File: src/hw/rtl/cholesky_linear_solve_assert.svh
// assertion macros for the cholesky linear solver
// included by the rtl files that carry concurrent checks
`ifndef CHOLESKY_LINEAR_SOLVE_ASSERT_SVH
`define CHOLESKY_LINEAR_SOLVE_ASSERT_SVH
`ifndef SYNTHESIS
`define CHOL_ASSERT(lbl, clk, rst_n, prop) \
  lbl: assert property (@(posedge clk) disable iff (!rst_n) (prop)) \
    else $error("cholesky solver check failed");
`define CHOL_ASSERT_NEXT(lbl, clk, rst_n, pre, post) \
  lbl: assert property (@(posedge clk) disable iff (!rst_n) (pre) |=> (post)) \
    else $error("cholesky solver check failed");
`else
`define CHOL_ASSERT(lbl, clk, rst_n, prop)
`define CHOL_ASSERT_NEXT(lbl, clk, rst_n, pre, post)
`endif
`endif

File: src/hw/rtl/chol_pkg.sv
// shared types, constants and helpers of the cholesky linear solver
// no dependencies
package chol_pkg;

  localparam int MAX_ORDER = 16;
  localparam int IDX_W     = $clog2(MAX_ORDER);
  localparam int CNT_W     = $clog2(MAX_ORDER + 1);
  localparam int ADR_W     = 2 * IDX_W;
  localparam int DEPTH     = MAX_ORDER * MAX_ORDER;
  localparam int DIV_STEPS = 48;
  localparam int SQRT_STEPS = 24;

  typedef enum logic [1:0] {
    ACT_MAT   = 2'd0,
    ACT_RHS   = 2'd1,
    ACT_SOLVE = 2'd2,
    ACT_NONE  = 2'd3
  } action_e;

  typedef enum logic [4:0] {
    ST_IDLE, F_INIT, F_LOAD, F_RD, F_MUL, F_ACC, F_END, F_PIV, F_SQW, F_DVW,
    S_INIT, S_LOAD, S_RD, S_MUL, S_ACC, S_END, S_DIV, S_DVW,
    O_RD, O_LD, O_WAIT
  } state_e;

  typedef struct packed {
    logic busy;
    logic done;
  } unit_st_t;

  // acc - floor(prod / 2^16), saturated to 32 bits
  function automatic logic signed [31:0] sub_mul_sat(logic signed [31:0] acc,
                                                     logic signed [63:0] prod);
    logic signed [63:0] sh;
    logic signed [49:0] d;
    sh = prod >>> 16;
    d  = 50'(acc) - sh[49:0];
    if (d > 50'sd2147483647)       sub_mul_sat = 32'sh7fffffff;
    else if (d < -50'sd2147483648) sub_mul_sat = 32'sh80000000;
    else                           sub_mul_sat = d[31:0];
  endfunction

endpackage

File: src/hw/rtl/chol_sqrt.sv
// digit-by-digit square root, floor(sqrt(s * 2^16)) for positive s
// depends on chol_pkg
module chol_sqrt import chol_pkg::*; (
  input  logic               clk_i,
  input  logic               rst_ni,
  input  logic               start_i,
  input  logic signed [31:0] rad_i,
  output unit_st_t           st_o,
  output logic signed [31:0] root_o
);

  logic        busy_q, busy_d, done_q, done_d;
  logic [4:0]  cnt_q, cnt_d;
  logic [47:0] x_q, x_d;
  logic [24:0] rem_q, rem_d;
  logic [23:0] root_q, root_d;
  logic [26:0] rem_sh, trial;

  always_comb begin
    busy_d = busy_q;
    done_d = 1'b0;
    cnt_d  = cnt_q;
    x_d    = x_q;
    rem_d  = rem_q;
    root_d = root_q;
    rem_sh = {rem_q, x_q[47:46]};
    trial  = {1'b0, root_q, 2'b01};
    if (start_i) begin
      busy_d = 1'b1;
      cnt_d  = '0;
      x_d    = {rad_i, 16'd0};
      rem_d  = '0;
      root_d = '0;
    end else if (busy_q) begin
      x_d = {x_q[45:0], 2'b00};
      if (rem_sh >= trial) begin
        rem_d  = 25'(rem_sh - trial);
        root_d = {root_q[22:0], 1'b1};
      end else begin
        rem_d  = rem_sh[24:0];
        root_d = {root_q[22:0], 1'b0};
      end
      cnt_d = cnt_q + 5'd1;
      if (cnt_q == 5'(SQRT_STEPS - 1)) begin
        busy_d = 1'b0;
        done_d = 1'b1;
      end
    end
  end

  always_ff @(posedge clk_i or negedge rst_ni) begin
    if (!rst_ni) begin
      busy_q <= 1'b0;
      done_q <= 1'b0;
      cnt_q  <= '0;
    end else begin
      busy_q <= busy_d;
      done_q <= done_d;
      cnt_q  <= cnt_d;
    end
  end

  always_ff @(posedge clk_i) begin
    x_q    <= x_d;
    rem_q  <= rem_d;
    root_q <= root_d;
  end

  assign root_o = $signed({8'd0, root_q});
  assign st_o   = '{busy: busy_q, done: done_q};

endmodule

File: config.mk
export PLATFORM = sky130hd
export DESIGN_NAME = chol_sqrt
export DESIGN_NICKNAME = d
export VERILOG_FILES = /design/src/hw/rtl/cholesky_linear_solve_assert.svh /design/src/hw/rtl/chol_pkg.sv /design/src/hw/rtl/chol_sqrt.sv
export SDC_FILE = /design/constraint.sdc
export NUM_CORES = 1
export LEC_CHECK = 0
export ABC_AREA = 1
export BUFFER_PORTS_ARGS = -buffer_cell sky130_fd_sc_hd__buf_2
export CAP_MARGIN = 30
export CORE_ASPECT_RATIO = 1.4
export CORE_MARGIN = 1
export CORE_UTILIZATION = 45
export CTS_CLUSTER_SIZE = 14
export DETAILED_ROUTE_END_ITERATION = 12
export PLACE_DENSITY = 0.74
export SLEW_MARGIN = 25
export SYNTH_ARGS = -nofsm -noshare
export SYNTH_HDL_FRONTEND = slang
export SYNTH_SLANG_ARGS = --single-unit
File: constraint.sdc
create_clock -name clk_i -period 2.16 [get_ports clk_i]
set_clock_uncertainty 0.1 [all_clocks]
set_input_delay 0.216 -clock clk_i [delete_from_list [all_inputs] [get_ports clk_i]]
set_output_delay 0.216 -clock clk_i [all_outputs]
set_load 0.01 [all_outputs]
==> results.json, run 1 <==
{
  "crit_arrival_ns": 2.43,
  "fin_crit_sh_pct": 106,
  "diodes": 0,
  "pwr-share-comb_pct": 66.6,
  "grt_max_degree": 32,
  "ir_drop_mv": 0.668,
  "synth-main-ff-cell": "dfxtp_1",
  "rr_endpoint": "rem_q[24]",
  "rsz0062_at_grt": "yes",
  "violations": "setup timing",
  "area_delta_synth_final_pct": 37.6,
  "most-common-layout-cells": "278 x nand2_1, 109 x inv_1, 98 x buf_4, 60 x buf_2, 38 x nand3_1",
  "antenna_found_initial": 0,
  "pwr-share-clk_pct": 13.7,
  "first_pass_iters": 5,
  "avgSynthCellArea_sq_um": 6.83,
  "crit_type": "reg2reg",
  "cts_buffers": 9,
  "p_int_mw": 6.19,
  "worstRegToRegCells": 16,
  "overflow": 0,
  "setup_slack_ns": -0.121,
  "synth-seq-cells": 88,
  "ios": 69,
  "yosysWarnings": 0,
  "clock_tree.buffer_depth": 2,
  "core_sq_mm": 0.0123,
  "syn_inst": 825,
  "grt_usage_pct": 25.8,
  "tns_ns": -0.269,
  "p_sw_share_pct": 46.1,
  "drt_iter0_drc": 334,
  "p_per_area_mw_per_mm2": 1480,
  "setup_violations": 5,
  "cts-root-buf": "clkbuf_16",
  "synth_edf_count": 32,
  "dp_hpwl_um": 11100,
  "viasPerCell": 5.15,
  "min_path_cells": 3,
  "dieHeight_um": 134,
  "synth_cell_types": 44,
  "crit_required_ns": 2.31,
  "htree_levels": 3,
  "routedWlPerCell_um": 14.3,
  "layout_commonest_cell": "nand2_1",
  "clkLatencyLatePin_ns": 0.36,
  "fmax_mhz": 438,
  "path_clk_slew_ns": 0.07,
  "clock-sinks": 88,
  "timing.rr.start": "root_q[20]",
  "slew_violations": 0,
  "grt_pass1_wl_um": 25600,
  "synth-seq-area-share_pct": 37.6,
  "syn_area_sq_mm": 0.00563,
  "design_area_sq_mm": 0.00775,
  "fillers": 1028,
  "dieArea_sq_mm": 0.0130,
  "wl_um": 16200,
  "finalHoldViolations": 0,
  "rows": 48,
  "remaining_drc_errors": 0,
  "maxCapViolCount": 0,
  "layout.nets": 1040,
  "async_reset_ff_share_pct": 7.95,
  "seqPwrFrac_pct": 19.6,
  "place_ws_ns": -0.0819,
  "cp_max_fo": 6,
  "grt_pass1_vias": 5556,
  "finalWeightedCongestion": 0.985,
  "outcome": "complete, but fails checks",
  "crit_path_start_kind": "flip-flop",
  "ant_nets": 0,
  "power.switching_mw": 5.29,
  "p_leak_nw": 4.00,
  "placed_area_sq_mm": 0.00662,
  "num_vias": 5837,
  "period_needed_ns": 2.28,
  "die_width_um": 96.6,
  "rrSetupSlack_ns": -0.12,
  "drive_gt1_share_pct": 35.4,
  "tritoncts": "done",
  "cp-end-kind": "flip-flop",
  "port_buffers": 60,
  "min_from": "rad_i[1]",
  "hp-class": "in2reg",
  "hold_end": "x_q[17]",
  "initial_utilization_pct": 46.0
}
==> cell type report <==
class	instances	area (sq um)	area share (%)
Clock inverter	7	73.8	0.953
Multi-Input combinational cell	572	3410	44.0
Clock buffer	9	225	2.91
Tap cell	150	188	2.42
Sequential cell	88	2160	27.8
Timing Repair Buffer	166	1170	15.1
Inverter	141	529	6.83
==> per-layer routing <==
metal	global-route usage, %	wire length, um	vias up
met5	0	0	-
met3	4.20	772	63
met1	29.6	6370	2675
li1	-	-	2889
met2	44.4	8380	210
met4	14.0	712	0
==> power groups by stage <==
stage | sequential, mW | combinational [mW] | clock (mW)
floorplan | 2.15 | 4.09 | 0
global placement | 2.17 | 5.84 | 0
detailed placement | 2.18 | 5.90 | 0
CTS | 2.21 | 6.98 | 1.60
global route | 2.28 | 8.39 | 1.67
finish | 2.25 | 7.65 | 1.58
==> through the flow <==
stage               util (%)  power [mW]  hold WS (ns)  std cells
global placement        54.0        8.02       -0.0408       1092
floorplan                  -        6.24        -0.180        832
CTS                     61.1        10.8       0.00486       1125
detailed placement      54.0        8.08       -0.0448       1092
global route            63.3        12.4        0.0195       1133
finish                  63.3        11.5        0.0122       1133
==> registers in the layout, summed over array words and instances (netlist names) <==
| register | count |
|---|---|
| busy_q | 1 |
| rem_q | 25 |
| done_q | 1 |
| root_q | 24 |
| x_q | 32 |
| cnt_q | 5 |
==> worst max-delay path: stages (launching register included) <==
cell,delay (ns)
dfxtp_2,0.33
inv_2,0.05
ha_4,0.26
nand2_1,0.09
inv_1,0.06
nand2_1,0.10
nand2_2,0.07
nand2_2,0.08
nand2_2,0.06
a21oi_4,0.17
nand3_4,0.19
buf_12,0.19
buf_12,0.12
nand3_1,0.11
nand3_1,0.09
nand2_1,0.07
inv_1,0.04
==> cells in the mapped netlist, types with 6 or more instances <==
master,n,area share (%)
dfrtp_1,7,3.1
ha_1,27,6.0
o22ai_1,23,2.6
nor3_1,10,0.89
nand3_1,45,4.0
o21ai_0,10,0.89
nand4_1,14,1.6
dfxtp_1,49,17
buf_4,11,1.5
a21oi_1,27,2.4
clkbuf_1,14,0.93
inv_1,136,9.1
xnor2_1,7,1.1
nor2_1,40,2.7
nand2_1,309,21
edfxtp_1,32,17
nor2_2,6,0.67
o21ai_1,8,0.71
==> logic make-up after synthesis <==
group                    after synthesis  share of synthesized area [%]
AO/OA/AOI/OAI                         79                           8.04
other                                  1                         0.0666
XOR/XNOR                              12                           1.87
adder cells (fa/ha/maj)               27                           6.00
flip-flops                            88                           37.6
buffers and inverters                173                           12.8
AND/OR/NAND/NOR                      445                           33.7
==> timing repair <==
item | CTS | global route
endpoints found under the setup margin | 26 | 26
setup buffers | 14 | 12
pin swaps | 17 | 37
gates resized for setup | 69 | 94
cloned | 2 | 0
hold endpoints to repair | 7 | 0
hold buffers | 1 | 0
==> worst max-delay path by stage <==
stage | start | end | slack, ns | depth (start not counted)
6_report | root_q[20] | rem_q[24] | -0.12 | 16
5_1_grt | rem_q[5] | rem_q[21] | -0.21 | 11
4_1_cts | root_q[6] | rem_q[11] | 0.001 | 15
3_5_place_dp | root_q[11] | rem_q[11] | -0.08 | 13
3_3_place_gp | root_q[22] | rem_q[11] | -0.04 | 10
2_1_floorplan | root_q[11] | rem_q[12] | 0.09 | 13
Note: power is estimated with default switching activity, not from simulation.
==> run 2: changes to the inputs <==
Settings changed: ABC_AREA 1 to not set, CORE_UTILIZATION 45 to 50, PLACE_DENSITY 0.74 to 0.81.
==> results.json, run 2 <==
{
  "outcome": "complete, but fails checks",
  "violations": "setup timing",
  "grt_pass1_wl_um": 22500,
  "synthMuxAreaShare_pct": 14.5,
  "path_common_cell": "buf_4",
  "critPathMaxStageDelay_ns": 0.49,
  "power.switching_mw": 4.34,
  "hp-class": "in2reg",
  "rows": 43,
  "place_ws_ns": -0.608,
  "wl_um": 14900,
  "synth_compound_area_share_pct": 14.3,
  "clkLatencyLatePin_ns": 0.36,
  "dp_hpwl_um": 9330,
  "yosysTopAreaCell": "dfxtp_1",
  "synthSimpleGateAreaFrac_pct": 12.4,
  "drive_gt1_share_pct": 46.6,
  "area_delta_synth_final_pct": 42.7,
  "clock-sinks": 88,
  "largest-register": "x_q",
  "worstRegToRegCells": 13,
  "setup_violations": 26,
  "rsz0062_at_grt": "yes",
  "maxSlewHeadroom_pct": 60.0,
  "p_per_area_mw_per_mm2": 1510,
  "async_reset_ff_share_pct": 7.95,
  "remaining_drc_errors": 0,
  "synth_cell_types": 55,
  "most-common-layout-cells": "140 x buf_4, 68 x nor2_1, 60 x buf_2, 39 x dfxtp_1, 38 x mux2i_1",
  "synth_xor_area_share_pct": 4.48,
  "num_vias": 4776,
  "synth_top_area_share_pct": 19.3,
  "finalWeightedCongestion": 0.946,
  "dr_wl_met3_um": 803,
  "ios": 69,
  "cp_max_fo": 3,
  "finalHoldViolations": 0,
  "rr_endpoint": "rem_q[16]",
  "synthAdderAreaFrac_pct": 6.64,
  "diodes": 0,
  "min_from": "rad_i[16]",
  "crit_type": "reg2reg",
  "period_needed_ns": 2.85,
  "p_leak_nw": 3.37,
  "antenna_found_initial": 0,
  "core_sq_mm": 0.00990,
  "crit_arrival_ns": 3.02,
  "grt_max_degree": 49,
  "crit_required_ns": 2.33,
  "fmax_mhz": 350,
  "power_mw": 11.0,
  "viasPerCell": 5.63,
  "cts_buffers": 9,
  "setup_slack_ns": -0.694,
  "dr_wl_met2_um": 7870,
  "synth-seq-cells": 88,
  "dieHeight_um": 121,
  "worst_pin_slew_ns": 0.601,
  "rrSetupSlack_ns": -0.69,
  "dieArea_sq_mm": 0.0106,
  "routedWlPerCell_um": 17.5,
  "slew_violations": 0,
  "htree_levels": 3,
  "wirelength_met1_um": 5450,
  "tritoncts": "done",
  "die_width_um": 87.3,
  "synth_area_leaders": "dfxtp_1 19%, edfxtp_1 19%, mux2i_1 7.9%, ha_1 6.6%, mux2_2 6.6%",
  "yosysMostFrequentCell": "nor2_1",
  "synth-main-ff-cell": "dfxtp_1",
  "path_delay_family": "compound AO/OA/AOI/OAI gates",
  "drt_iter0_drc": 339,
  "p_int_mw": 6.61,
  "syn_inst": 518,
  "grt_pass1_vias": 4898,
  "initial_utilization_pct": 51.4,
  "layout.nets": 770,
  "synth-seq-area-share_pct": 41.6,
  "ir_drop_mv": 0.948,
  "clock_tree.buffer_depth": 2,
  "pwr-share-comb_pct": 65.5,
  "grt_usage_pct": 27.7,
  "p_sw_share_pct": 39.7,
  "cp-end-kind": "flip-flop",
  "cp_cell_sequence": "inv_2 -> ha_4 -> buf_4 -> buf_4 -> nand4_1 -> a211oi_2 -> o41ai_4 -> buf_4 -> a21oi_2 -> a211oi_2 -> xnor2_1 -> mux2i_1 -> a211oi_1",
  "cts-root-buf": "clkbuf_16",
  "overflow": 0,
  "syn_area_sq_mm": 0.00509,
  "pwr-share-clk_pct": 14.4,
  "crit_start": "root_q[4]",
  "fillers": 644,
  "fin_crit_sh_pct": 132,
  "hold_end": "x_q[32]",
  "first_pass_iters": 5,
  "cpMaxStageDelayCell": "a211oi_2",
  "port_buffers": 60,
  "synth_edf_count": 32,
  "reg_top3": "x_q (32), rem_q (25), root_q (24)",
  "crit_buf_inv": 4,
  "synth_top_family_by_area": "multiplexers",
  "path_clk_slew_ns": 0.07,
  "ant_nets": 0,
  "crit_path_start_kind": "flip-flop",
  "maxCapViolCount": 0,
  "yosysWarnings": 0,
  "avgSynthCellArea_sq_um": 9.82,
  "synth_common_cells": "70 x nor2_1, 49 x dfxtp_1, 40 x mux2i_1, 32 x edfxtp_1, 30 x mux2_2",
  "min_path_cells": 2,
  "seqPwrFrac_pct": 20.1,
  "layout_commonest_cell": "buf_4",
  "routed.top_layer": "met4",
  "timing.rr.start": "root_q[4]",
  "largest_reg_flops": 32
}
## run 2: cell count changes after synthesis, sizes merged, moves of 24 or more
cell,delta
mux2,+30
inv,-113
a211oi,+24
nand3,-44
mux2i,+40
nand2,-290
## run 2: layout make-up
type / instances / area (sq um) / share of cell area [%]
clock inverter: 7 / 65.1 / 0.896
multi-input combinational: 373 / 3100 / 42.7
timing repair buffer: 208 / 1460 / 20.1
inverter: 28 / 105 / 1.45
tap: 135 / 169 / 2.33
sequential: 88 / 2130 / 29.4
clock buffer: 9 / 225 / 3.10
## run 2: cells by family (layout without fill, tap and decap cells)
logic type / count (synthesis) / after routing
and+or+nand+nor: 137 / 137
adders and majority gates: 27 / 27
AOI/OAI and AO/OA: 105 / 105
muxes: 70 / 70
xor gates and xnor gates: 26 / 26
other: 1 / 8
buffers and inverters: 64 / 252
DFF: 88 / 88
## run 2: metal layers
layer | vias to the layer above | track usage (%)
li1 | 2212 | -
met1 | 2279 | 29.5
met2 | 216 | 49.0
met3 | 69 | 6.80
met4 | 0 | 15.7
met5 | - | 0
## run 2: repair_timing
item                                   CTS  global route
gates cloned                             0             0
setup endpoints to repair               26            26
endpoints found under the hold margin    7             0
pin swaps                               26            21
resized for setup                       49            24
buffers inserted                         7             7
hold buffers                             1             0
## run 2: power by group through the flow
stage / registers, mW / logic [mW] / clock network (mW)
after floorplan: 2.19 / 3.56 / 0
after global routing: 2.22 / 7.58 / 1.66
after CTS: 2.18 / 6.34 / 1.59
after global placement: 2.18 / 5.48 / 0
final: 2.20 / 7.18 / 1.57
after detailed placement: 2.20 / 5.65 / 0
## run 2: how the worst max path moves through the flow
stage	slack, ns	end	cells past startpoint
3_5_place_dp	-0.61	rem_q[12]	11
3_3_place_gp	-0.51	rem_q[17]	11
6_report	-0.69	rem_q[16]	13
5_1_grt	-0.74	rem_q[22]	12
2_1_floorplan	-0.48	rem_q[3]	13
4_1_cts	-0.51	rem_q[19]	12
## run 2: through the flow
step	TNS (ns)	instances	util (%)	cell area, sq um	hold slack [ns]
after floorplan	-10.97	525	-	5260	-0.180
after global placement	-11.77	817	65.8	6520	-0.0509
after detailed placement	-13.87	817	65.8	6520	-0.0403
after CTS	-11.42	841	71.5	7080	0.0530
after global routing	-16.46	848	73.3	7260	0.0526
final	-14.25	848	73.3	7260	0.0559
