## src/hw/rtl/cholesky_linear_solve_assert.svh

```systemverilog
// assertion macros for the cholesky linear solver
// included by the rtl files that carry concurrent checks
`ifndef CHOLESKY_LINEAR_SOLVE_ASSERT_SVH
`define CHOLESKY_LINEAR_SOLVE_ASSERT_SVH
`ifndef SYNTHESIS
`define CHOL_ASSERT(lbl, clk, rst_n, prop) \
  lbl: assert property (@(posedge clk) disable iff (!rst_n) (prop)) \
    else $error("cholesky solver check failed");
`define CHOL_ASSERT_NEXT(lbl, clk, rst_n, pre, post) \
  lbl: assert property (@(posedge clk) disable iff (!rst_n) (pre) |=> (post)) \
    else $error("cholesky solver check failed");
`else
`define CHOL_ASSERT(lbl, clk, rst_n, prop)
`define CHOL_ASSERT_NEXT(lbl, clk, rst_n, pre, post)
`endif
`endif

```

## src/hw/rtl/chol_pkg.sv

```systemverilog
// shared types, constants and helpers of the cholesky linear solver
// no dependencies
package chol_pkg;

  localparam int MAX_ORDER = 16;
  localparam int IDX_W     = $clog2(MAX_ORDER);
  localparam int CNT_W     = $clog2(MAX_ORDER + 1);
  localparam int ADR_W     = 2 * IDX_W;
  localparam int DEPTH     = MAX_ORDER * MAX_ORDER;
  localparam int DIV_STEPS = 48;
  localparam int SQRT_STEPS = 24;

  typedef enum logic [1:0] {
    ACT_MAT   = 2'd0,
    ACT_RHS   = 2'd1,
    ACT_SOLVE = 2'd2,
    ACT_NONE  = 2'd3
  } action_e;

  typedef enum logic [4:0] {
    ST_IDLE, F_INIT, F_LOAD, F_RD, F_MUL, F_ACC, F_END, F_PIV, F_SQW, F_DVW,
    S_INIT, S_LOAD, S_RD, S_MUL, S_ACC, S_END, S_DIV, S_DVW,
    O_RD, O_LD, O_WAIT
  } state_e;

  typedef struct packed {
    logic busy;
    logic done;
  } unit_st_t;

  // acc - floor(prod / 2^16), saturated to 32 bits
  function automatic logic signed [31:0] sub_mul_sat(logic signed [31:0] acc,
                                                     logic signed [63:0] prod);
    logic signed [63:0] sh;
    logic signed [49:0] d;
    sh = prod >>> 16;
    d  = 50'(acc) - sh[49:0];
    if (d > 50'sd2147483647)       sub_mul_sat = 32'sh7fffffff;
    else if (d < -50'sd2147483648) sub_mul_sat = 32'sh80000000;
    else                           sub_mul_sat = d[31:0];
  endfunction

endpackage

```

## src/hw/rtl/chol_div.sv

```systemverilog
// bit-serial q16.16 divider, (num * 2^16) / den toward zero, saturated
// depends on chol_pkg; den is positive
module chol_div import chol_pkg::*; (
  input  logic               clk_i,
  input  logic               rst_ni,
  input  logic               start_i,
  input  logic signed [31:0] num_i,
  input  logic signed [31:0] den_i,
  output unit_st_t           st_o,
  output logic signed [31:0] quot_o
);

  logic        busy_q, busy_d, done_q, done_d;
  logic [5:0]  cnt_q, cnt_d;
  logic        neg_q, neg_d;
  logic [31:0] den_q, den_d, rem_q, rem_d, mag;
  logic [47:0] quo_q, quo_d;
  logic [31:0] rem_sh;

  always_comb begin
    busy_d = busy_q;
    done_d = 1'b0;
    cnt_d  = cnt_q;
    neg_d  = neg_q;
    den_d  = den_q;
    rem_d  = rem_q;
    quo_d  = quo_q;
    mag    = num_i[31] ? 32'(-num_i) : 32'(num_i);
    rem_sh = {rem_q[30:0], quo_q[47]};
    if (start_i) begin
      busy_d = 1'b1;
      cnt_d  = '0;
      neg_d  = num_i[31];
      den_d  = 32'(den_i);
      rem_d  = '0;
      quo_d  = {mag, 16'd0};
    end else if (busy_q) begin
      if (rem_sh >= den_q) begin
        rem_d = rem_sh - den_q;
        quo_d = {quo_q[46:0], 1'b1};
      end else begin
        rem_d = rem_sh;
        quo_d = {quo_q[46:0], 1'b0};
      end
      cnt_d = cnt_q + 6'd1;
      if (cnt_q == 6'(DIV_STEPS - 1)) begin
        busy_d = 1'b0;
        done_d = 1'b1;
      end
    end
  end

  always_ff @(posedge clk_i or negedge rst_ni) begin
    if (!rst_ni) begin
      busy_q <= 1'b0;
      done_q <= 1'b0;
      cnt_q  <= '0;
    end else begin
      busy_q <= busy_d;
      done_q <= done_d;
      cnt_q  <= cnt_d;
    end
  end

  always_ff @(posedge clk_i) begin
    neg_q <= neg_d;
    den_q <= den_d;
    rem_q <= rem_d;
    quo_q <= quo_d;
  end

  always_comb begin
    if (neg_q) begin
      if (quo_q > 48'h0000_8000_0000) quot_o = 32'sh80000000;
      else                            quot_o = -$signed(quo_q[31:0]);
    end else begin
      if (quo_q > 48'h0000_7fff_ffff) quot_o = 32'sh7fffffff;
      else                            quot_o = $signed(quo_q[31:0]);
    end
  end

  assign st_o = '{busy: busy_q, done: done_q};

endmodule

```

## config.mk

```make
export PLATFORM = sky130hd
export DESIGN_NAME = chol_div
export DESIGN_NICKNAME = d
export VERILOG_FILES = /design/src/hw/rtl/cholesky_linear_solve_assert.svh /design/src/hw/rtl/chol_pkg.sv /design/src/hw/rtl/chol_div.sv
export SDC_FILE = /design/constraint.sdc
export NUM_CORES = 1
export LEC_CHECK = 0
export ABC_CLOCK_PERIOD_IN_PS = 3400
export BUFFER_PORTS_ARGS = -buffer_cell sky130_fd_sc_hd__buf_2
export CAP_MARGIN = 10
export CORE_UTILIZATION = 52
export DETAILED_ROUTE_END_ITERATION = 8
export GPL_ROUTABILITY_DRIVEN = 1
export PLACE_DENSITY = 0.84
export SKIP_CTS_REPAIR_TIMING = 1
export SLEW_MARGIN = 5
export SYNTH_ARGS = -nofsm -noshare
export SYNTH_HDL_FRONTEND = slang
export SYNTH_SLANG_ARGS = --single-unit
```

## constraint.sdc

```tcl
create_clock -name clk_i -period 3.4 [get_ports clk_i]
set_clock_uncertainty 0.05 [all_clocks]
set_input_delay 0.51 -clock clk_i [delete_from_list [all_inputs] [get_ports clk_i]]
set_output_delay 0.51 -clock clk_i [all_outputs]
set_load 0.01 [all_outputs]
```

==> impl_metrics.json, run 1 <==
{
  "status": "finished with violations",
  "violations": "design-rule violations, negative setup slack",
  "clock_latency_ns": 0.42,
  "nFillCells": 1111,
  "yosys_most_used_dff": "edfxtp_1",
  "grt_antenna_before_repair": 0,
  "start_kind": "flop",
  "cp_max_fo": 6,
  "grt_pass1_vias": 6450,
  "start_util": 0.538,
  "p_total_mw": 3.95,
  "fin_tns_setup_ns": -11.61,
  "rsz0062_at_grt": "yes",
  "postSynthAreaPerCell_um2": 9.08,
  "drive_gt1_frac": 0.245,
  "gp_congestion": 0.974,
  "crit_required_ns": 2.84,
  "setup.worst_path.end_class": "output port",
  "r2r_start": "quo_q[47]",
  "rr_worst_depth": 13,
  "r2r_end": "rem_q[9]",
  "die_x_um": 125,
  "firstDrtPassIters": 9,
  "drv_slew": 0,
  "area_delta_synth_final_pct": 23.9,
  "period_share": 1.14,
  "min_path_type": "in -> reg",
  "clk_path_buf_depth": 2,
  "synth_seq_cells": 120,
  "cts.root.buffer_cell": "clkbuf_16",
  "yosysTopAreaCellShare": 0.248,
  "reg2reg_slack_ns": 0.18,
  "layout_setup_ws_ns": -0.488,
  "viasPerCell": 6.09,
  "yosys.area.top_type": "edfxtp_1",
  "core-area_mm2": 0.0146,
  "syn_inst": 868,
  "ant_nets": 0,
  "port-buffer-count": 100,
  "synth-seq-area-share": 0.392,
  "p_leak_nw": 4.27,
  "grt_pass1_wl_mm": 31.1,
  "maxCapViolations": 0,
  "synth_area_leaders": "edfxtp_1 25%, dfxtp_1 12%, ha_1 5.6%",
  "cts.sinks": 120,
  "preCtsSetupSlack_ns": -0.111,
  "hold_start": "den_i[1]",
  "nets": 1102,
  "vias": 7278,
  "die_h_um": 125,
  "drt_iter0_drc": 679,
  "dieArea_mm2": 0.0157,
  "drc": 16,
  "wl_per_cell_um": 16.3,
  "yosysWarnings": 0,
  "dpl.hpwl_mm": 13.2,
  "cts_tree": "done",
  "post-route-min-period_ns": 3.89,
  "wirelength_mm": 19.5,
  "numCtsBuffers": 17,
  "finish.utilization": 0.667,
  "n_antenna_cell": 0,
  "io_pins": 101,
  "clk_pin_slew_ns": 0.06,
  "row_count": 44,
  "crit_arrival_ns": 3.33,
  "grt_usage": 0.245,
  "path_class": "reg -> out",
  "fmax_ghz": 0.257,
  "hold_viol": 0,
  "synth_edf_count": 65,
  "slew_headroom": 0.484,
  "p_per_area_mw_per_mm2": 405,
  "synthArstFlopShare": 0.0667,
  "overflow": 0,
  "tightest_slew_ns": 0.771,
  "grt_max_degree": 54,
  "yosysUniqueCellTypes": 71,
  "vdd_drop_max_mv": 0.325,
  "hold_path_end": "den_q[1]",
  "syn-cell-area_mm2": 0.00788,
  "finalSetupViolCount": 31,
  "h-tree-depth": 4,
  "whs_path_depth": 1,
  "synth_nets": 971
}
==> report_power, final <==
group          leakage, nW  switching [mW]  internal (mW)
sequential            1.16          0.0612           1.63
combinational         2.84           0.322          0.254
clock                0.271           0.601           1.08
==> flip-flops by register name, indices dropped and copies added, names as in the netlist <==
signal / count
quo_q: 48
neg_q: 1
cnt_q: 6
done_q: 1
den_q: 32
busy_q: 1
rem_q: 31
==> layer usage <==
layer / vias to the layer above / track usage / wire length, µm
met5: - / 0 / 0
met4: 0 / 0.102 / 514
met1: 3431 / 0.327 / 8390
li1: 3477 / - / -
met3: 58 / 0.0441 / 1290
met2: 312 / 0.393 / 9310
==> Yosys cell counts (all sizes together) (3+ instances only) <==
cell type and number:
a211oi 26, a21o 13, a21oi 38, a22o 32
a31oi 4, a32oi 5, and2 3, and3 6
buf 11, clkbuf 37, dfrtp 8, dfxtp 47
edfxtp 65, ha 35, inv 59, mux2i 28
nand2 67, nand2b 11, nand3 10, nand4 5
nor2 85, nor2b 11, nor3 15, nor4 9
o211ai 3, o21a 8, o21ai 62, o21bai 5
o311ai 26, o31ai 12, o41ai 6, or2 5
or3 17, or4 9, xnor2 37, xor2 21
==> placed cells by master (no fill, tap or decap), types with 6 or more instances in the layout <==
| cell | count |
|---|---|
| a211oi_1 | 26 |
| nand2b_1 | 11 |
| o21a_1 | 8 |
| o21ai_1 | 10 |
| nor4_1 | 7 |
| nor2b_1 | 9 |
| nor3_1 | 9 |
| dfxtp_1 | 47 |
| o311ai_1 | 10 |
| o21ai_0 | 47 |
| and3_1 | 6 |
| nand2_1 | 67 |
| clkbuf_16 | 17 |
| o31ai_1 | 9 |
| nand3_1 | 9 |
| a21o_1 | 12 |
| ha_1 | 34 |
| buf_4 | 53 |
| edfxtp_1 | 65 |
| nor2_1 | 85 |
| xnor2_1 | 37 |
| or3_1 | 12 |
| dfrtp_1 | 7 |
| buf_2 | 99 |
| mux2i_1 | 28 |
| a21oi_1 | 37 |
| xor2_1 | 21 |
| a22o_1 | 32 |
| o311ai_2 | 12 |
| inv_1 | 57 |
==> metrics by stage <==
stage | hold WS [ns] | cells | cell area [µm²]
after CTS | -0.136 | 1187 | 9450
after global placement | 0.312 | 1155 | 8890
after detailed placement | 0.313 | 1155 | 8890
final | 0.208 | 1196 | 9770
after floorplan | 0.164 | 868 | 7960
after global routing | 0.195 | 1196 | 9770
==> worst max-delay path by stage <==
stage	cells past startpoint	slack, ns	startpoint	to
after floorplan	10	-0.09	quo_q[0]	quot_o[20]
after global placement	11	0.02	quo_q[0]	quot_o[9]
after detailed placement	11	-0.11	quo_q[0]	quot_o[10]
after CTS	11	-0.59	quo_q[0]	quot_o[10]
after global routing	10	-0.56	quo_q[9]	quot_o[29]
final	10	-0.49	quo_q[9]	quot_o[29]
==> worst max-delay path, stage by stage (launching register included) <==
cell and delay, ns:
dfxtp_1 0.30, or2_1 0.23, or4_4 0.45, nor4_4 0.34, nand3_2 0.12, or3_4 0.37
a211o_4 0.37, buf_6 0.14, or3b_1 0.34, nand3_1 0.09, buf_2 0.13
==> cells by family (layout without fill, tap and decap cells) <==
| group | count (synthesis) | after routing | share of synthesized area |
|---|---|---|---|
| xor gates and xnor gates | 58 | 58 | 0.0644 |
| DFF | 120 | 120 | 0.392 |
| muxes | 29 | 29 | 0.0370 |
| and+or+nand+nor | 260 | 260 | 0.165 |
| adders and majority gates | 36 | 36 | 0.0581 |
| AOI/OAI and AO/OA | 258 | 259 | 0.230 |
| buffers and inverters | 107 | 250 | 0.0533 |
==> cell type report <==
cell class,count,area [µm²],area share
clock buffer,22,454,0.0465
clock inverter,10,104,0.0106
inverter,59,221,0.0227
multi-input combinational,642,4670,0.478
sequential,120,3090,0.317
tap,184,230,0.0236
timing repair buffer,159,992,0.102
No activity file was read; power rests on OpenSTA's default activity.
==> run 2, diff against run 1 <==
CORE_UTILIZATION = 45   (was 52)
HOLD_SLACK_MARGIN = 0.15   (was default)
PLACE_DENSITY = 0.75   (was 0.84)
==> impl_metrics.json, run 2 (synthesis results as in run 1) <==
{
  "status": "finished with violations",
  "violations": "negative setup slack",
  "p_per_area_mw_per_mm2": 396,
  "layout_setup_ws_ns": -0.477,
  "row_count": 48,
  "crit_arrival_ns": 3.32,
  "layout_common_cells": "98 x buf_2, 85 x nor2_1, 66 x nand2_1, 65 x edfxtp_1, 59 x inv_1",
  "clk_pin_slew_ns": 0.05,
  "rsz0062_at_grt": "yes",
  "dieArea_mm2": 0.0181,
  "min_path_type": "in -> reg",
  "post-route-min-period_ns": 3.88,
  "grt_max_degree": 115,
  "cts.root.buffer_cell": "clkbuf_16",
  "port-buffer-count": 100,
  "path_class": "reg -> out",
  "drc": 0,
  "dpl.hpwl_mm": 13.2,
  "final_common_cell": "buf_2",
  "fmax_ghz": 0.258,
  "grt_antenna_before_repair": 0,
  "io_pins": 101,
  "largest_reg_flops": 48,
  "cp_max_fo": 4,
  "drv_slew": 0,
  "regMostFlops": "quo_q",
  "grt_pass1_vias": 6400,
  "n_antenna_cell": 0,
  "period_share": 1.14,
  "start_util": 0.459,
  "vias": 6888,
  "die_x_um": 134,
  "setup.worst_path.end_class": "output port",
  "grt_pass1_wl_mm": 30.6,
  "ant_nets": 0,
  "hold_viol": 0,
  "nets": 1096,
  "viasPerCell": 5.60,
  "final_cells": 1231,
  "tightest_slew_ns": 0.754,
  "gp_congestion": 0.898,
  "start_kind": "flop",
  "cts_tree": "done",
  "firstDrtPassIters": 5,
  "h-tree-depth": 4,
  "area_delta_synth_final_pct": 23.3,
  "finalSetupViolCount": 31,
  "maxCapViolations": 0,
  "place_inst": 1195,
  "slew_headroom": 0.495,
  "grt_usage": 0.210,
  "clk_path_buf_depth": 2,
  "drive_gt1_frac": 0.238,
  "vdd_drop_max_mv": 0.317,
  "reg2reg_slack_ns": 0.22,
  "numCtsBuffers": 17,
  "cts.sinks": 120,
  "core-area_mm2": 0.0172,
  "crit_required_ns": 2.84,
  "wl_per_cell_um": 15.1,
  "wirelength_mm": 18.6,
  "clock_latency_ns": 0.42,
  "overflow": 0,
  "fin_tns_setup_ns": -11.66,
  "p_leak_nw": 4.25,
  "die_h_um": 134,
  "drt_iter0_drc": 358,
  "reg_top3": "quo_q (48), den_q (32), rem_q (31)"
}
run 2: cell type report:
type | instances | area (µm²)
fill | 1515 | 7460
multi-input combinational | 641 | 4630
sequential | 120 | 3090
timing repair buffer | 154 | 965
clock buffer | 23 | 479
tap | 225 | 282
inverter | 59 | 221
clock inverter | 9 | 47.5
run 2: report_power, final:
group	internal [mW]	total, mW	leakage [nW]	switching, mW
Combinational	0.255	0.567	2.82	0.312
Sequential	1.63	1.69	1.16	0.0567
Clock	0.983	1.60	0.270	0.614
run 2: layer usage:
layer / wire length (µm) / global-route usage
met1: 8630 / 0.278
met2: 8900 / 0.337
met3: 706 / 0.0412
met4: 385 / 0.0799
met5: 0 / 0
run 2: worst max-delay path, stage by stage (launching register included):
cell and delay (ns):
dfxtp_1 0.30, or2_1 0.24, or4_4 0.46, nor4_4 0.36
nand3_2 0.12, or3_4 0.35, a211o_4 0.36, buf_4 0.16
o311ai_1 0.33, buf_2 0.20
run 2: through the flow:
stage               setup slack (ns)  hold slack (ns)  cell area (µm²)  power, mW  utilization
finish                        -0.477            0.222             9720       3.85        0.566
global placement              0.0259            0.311             8950       2.24        0.521
CTS                           -0.647           -0.133             9480       3.86        0.552
detailed placement            -0.188            0.311             8950       2.25        0.521
floorplan                    -0.0935            0.164             7960       2.04            -
global route                  -0.576            0.202             9720       4.02        0.566
run 2: path summary, 6_finish.rpt:
check / startpoint / end / depth (start not counted)
max: quo_q[9] / quot_o[16] / 9
min: den_i[13] / den_q[13] / 1
max reg2reg: den_q[0] / rem_q[25] / 11
min reg2reg: rem_q[14] / rem_q[14] / 2
max in group asynchronous: rst_ni / busy_q / 2
min in group asynchronous: rst_ni / cnt_q[3] / 2
==> run 3, diff against run 2 <==
CTS_BUF_LIST = sky130_fd_sc_hd__clkbuf_4   (was default)
RECOVER_POWER = 25   (was default)
==> impl_metrics.json, run 3 (synthesis results as in run 1) <==
{
  "status": "finished with violations",
  "violations": "max-capacitance violations, max-slew violations, negative setup slack",
  "layout_setup_ws_ns": -0.645,
  "post-route-min-period_ns": 4.04,
  "largest_reg_flops": 48,
  "clock_latency_ns": 0.57,
  "p_clk_frac": 0.286,
  "row_count": 48,
  "vdd_drop_max_mv": 0.208,
  "crit_arrival_ns": 3.48,
  "grt_pass1_wl_mm": 30.3,
  "nets": 1126,
  "place_area_mm2": 0.00895,
  "final_common_cell": "buf_2",
  "gp_congestion": 0.898,
  "power.internal_mw": 2.29,
  "drive_gt1_frac": 0.228,
  "grtUsageMet3": 0.0404,
  "tightest_slew_ns": 2.39,
  "reg_top3": "quo_q (48), den_q (32), rem_q (31)",
  "h-tree-depth": 4,
  "port-buffer-count": 100,
  "grt_use_met1": 0.278,
  "clk_path_buf_depth": 2,
  "layout_common_cells": "94 x buf_2, 85 x nor2_1, 67 x nand2_1, 65 x edfxtp_1, 59 x inv_1",
  "cp_max_fo": 4,
  "drc": 0,
  "area_delta_synth_final_pct": 23.3,
  "grt_pass1_vias": 6339,
  "clk_pin_slew_ns": 0.11,
  "start_kind": "flop",
  "dpl.hpwl_mm": 13.2,
  "top_usage_layer": "met2",
  "place_inst": 1195,
  "wl_per_cell_um": 15.0,
  "grt.met2_usage": 0.334,
  "die_x_um": 134,
  "core-area_mm2": 0.0172,
  "regMostFlops": "quo_q",
  "viasPerCell": 5.53,
  "path_class": "reg -> out",
  "p_total_mw": 3.19,
  "p_comb_frac": 0.186,
  "crit_required_ns": 2.84,
  "grt_max_degree": 115,
  "grt_antenna_before_repair": 1,
  "ant_nets": 0,
  "fin_area_mm2": 0.00972,
  "start_util": 0.459,
  "maxCapViolations": 1,
  "p_sw_mw": 0.899,
  "p_leak_nw": 4.23,
  "overflow": 0,
  "preCtsSetupSlack_ns": -0.188,
  "switching_share": 0.282,
  "fmax_ghz": 0.247,
  "cts.root.buffer_cell": "clkbuf_4",
  "cts_tree": "done",
  "p_seq_frac": 0.528,
  "numCtsBuffers": 17,
  "drv_slew": 115,
  "p_per_area_mw_per_mm2": 328,
  "io_pins": 101,
  "dieArea_mm2": 0.0181,
  "fin_tns_setup_ns": -16.36,
  "hold_viol": 0,
  "vias": 6984,
  "firstDrtPassIters": 4,
  "die_h_um": 134,
  "slew_headroom": -0.595,
  "min_path_type": "in -> reg",
  "final_cells": 1262,
  "setup.worst_path.end_class": "output port",
  "wirelength_mm": 19.0,
  "finalSetupViolCount": 31,
  "drt_iter0_drc": 340,
  "grt_usage": 0.210,
  "cts.sinks": 120,
  "period_share": 1.19,
  "rsz0062_at_grt": "yes"
}
## run 3: cell type report
class | count | area [µm²]
fillers | 1513 | 7460
multi-input cells | 641 | 4630
flip-flops and latches | 120 | 3090
repair buffers | 184 | 1250
well taps | 225 | 282
inverters | 59 | 221
clock buffers | 21 | 158
clock inverters | 11 | 81.3
diodes | 1 | 2.50
## run 3: through the flow
stage / hold slack [ns] / util
2_1_floorplan: 0.164 / -
3_3_place_gp: 0.311 / 0.521
3_5_place_dp: 0.311 / 0.521
4_1_cts: -0.318 / 0.535
5_1_grt: 0.225 / 0.566
6_report: 0.258 / 0.566
## run 3: final timing paths
path                            from          to  slack [ns]  depth (start not counted)
min reg2reg                rem_q[14]   rem_q[14]        0.46                          2
min                         num_i[0]   quo_q[16]        0.26                          3
max reg2reg                 den_q[0]   rem_q[25]        0.23                         11
max in group asynchronous     rst_ni      busy_q        2.60                          2
min in group asynchronous     rst_ni    cnt_q[3]        0.38                          2
max                         quo_q[9]  quot_o[16]       -0.64                          9
## run 3: layer usage
layer | up-vias | wire length, µm
li1 | 3510 | -
met1 | 3292 | 8860
met2 | 154 | 9060
met3 | 28 | 653
met4 | 0 | 376
met5 | - | 0
## run 3: critical path, stage by stage (launching register included)
cell and delay [ns]:
dfxtp_1 0.32, or2_1 0.24, or4_4 0.46, nor4_4 0.36, nand3_2 0.12, or3_4 0.36, a211o_4 0.36, buf_4 0.16
o311ai_1 0.33, buf_2 0.20
## run 3: power groups by stage
stage               registers (mW)  logic (mW)  clock network (mW)
CTS                           1.68       0.541               0.947
detailed placement            1.71       0.537                   0
finish                        1.68       0.593               0.910
floorplan                     1.70       0.345                   0
global route                  1.69       0.657                1.01
global placement              1.71       0.530                   0
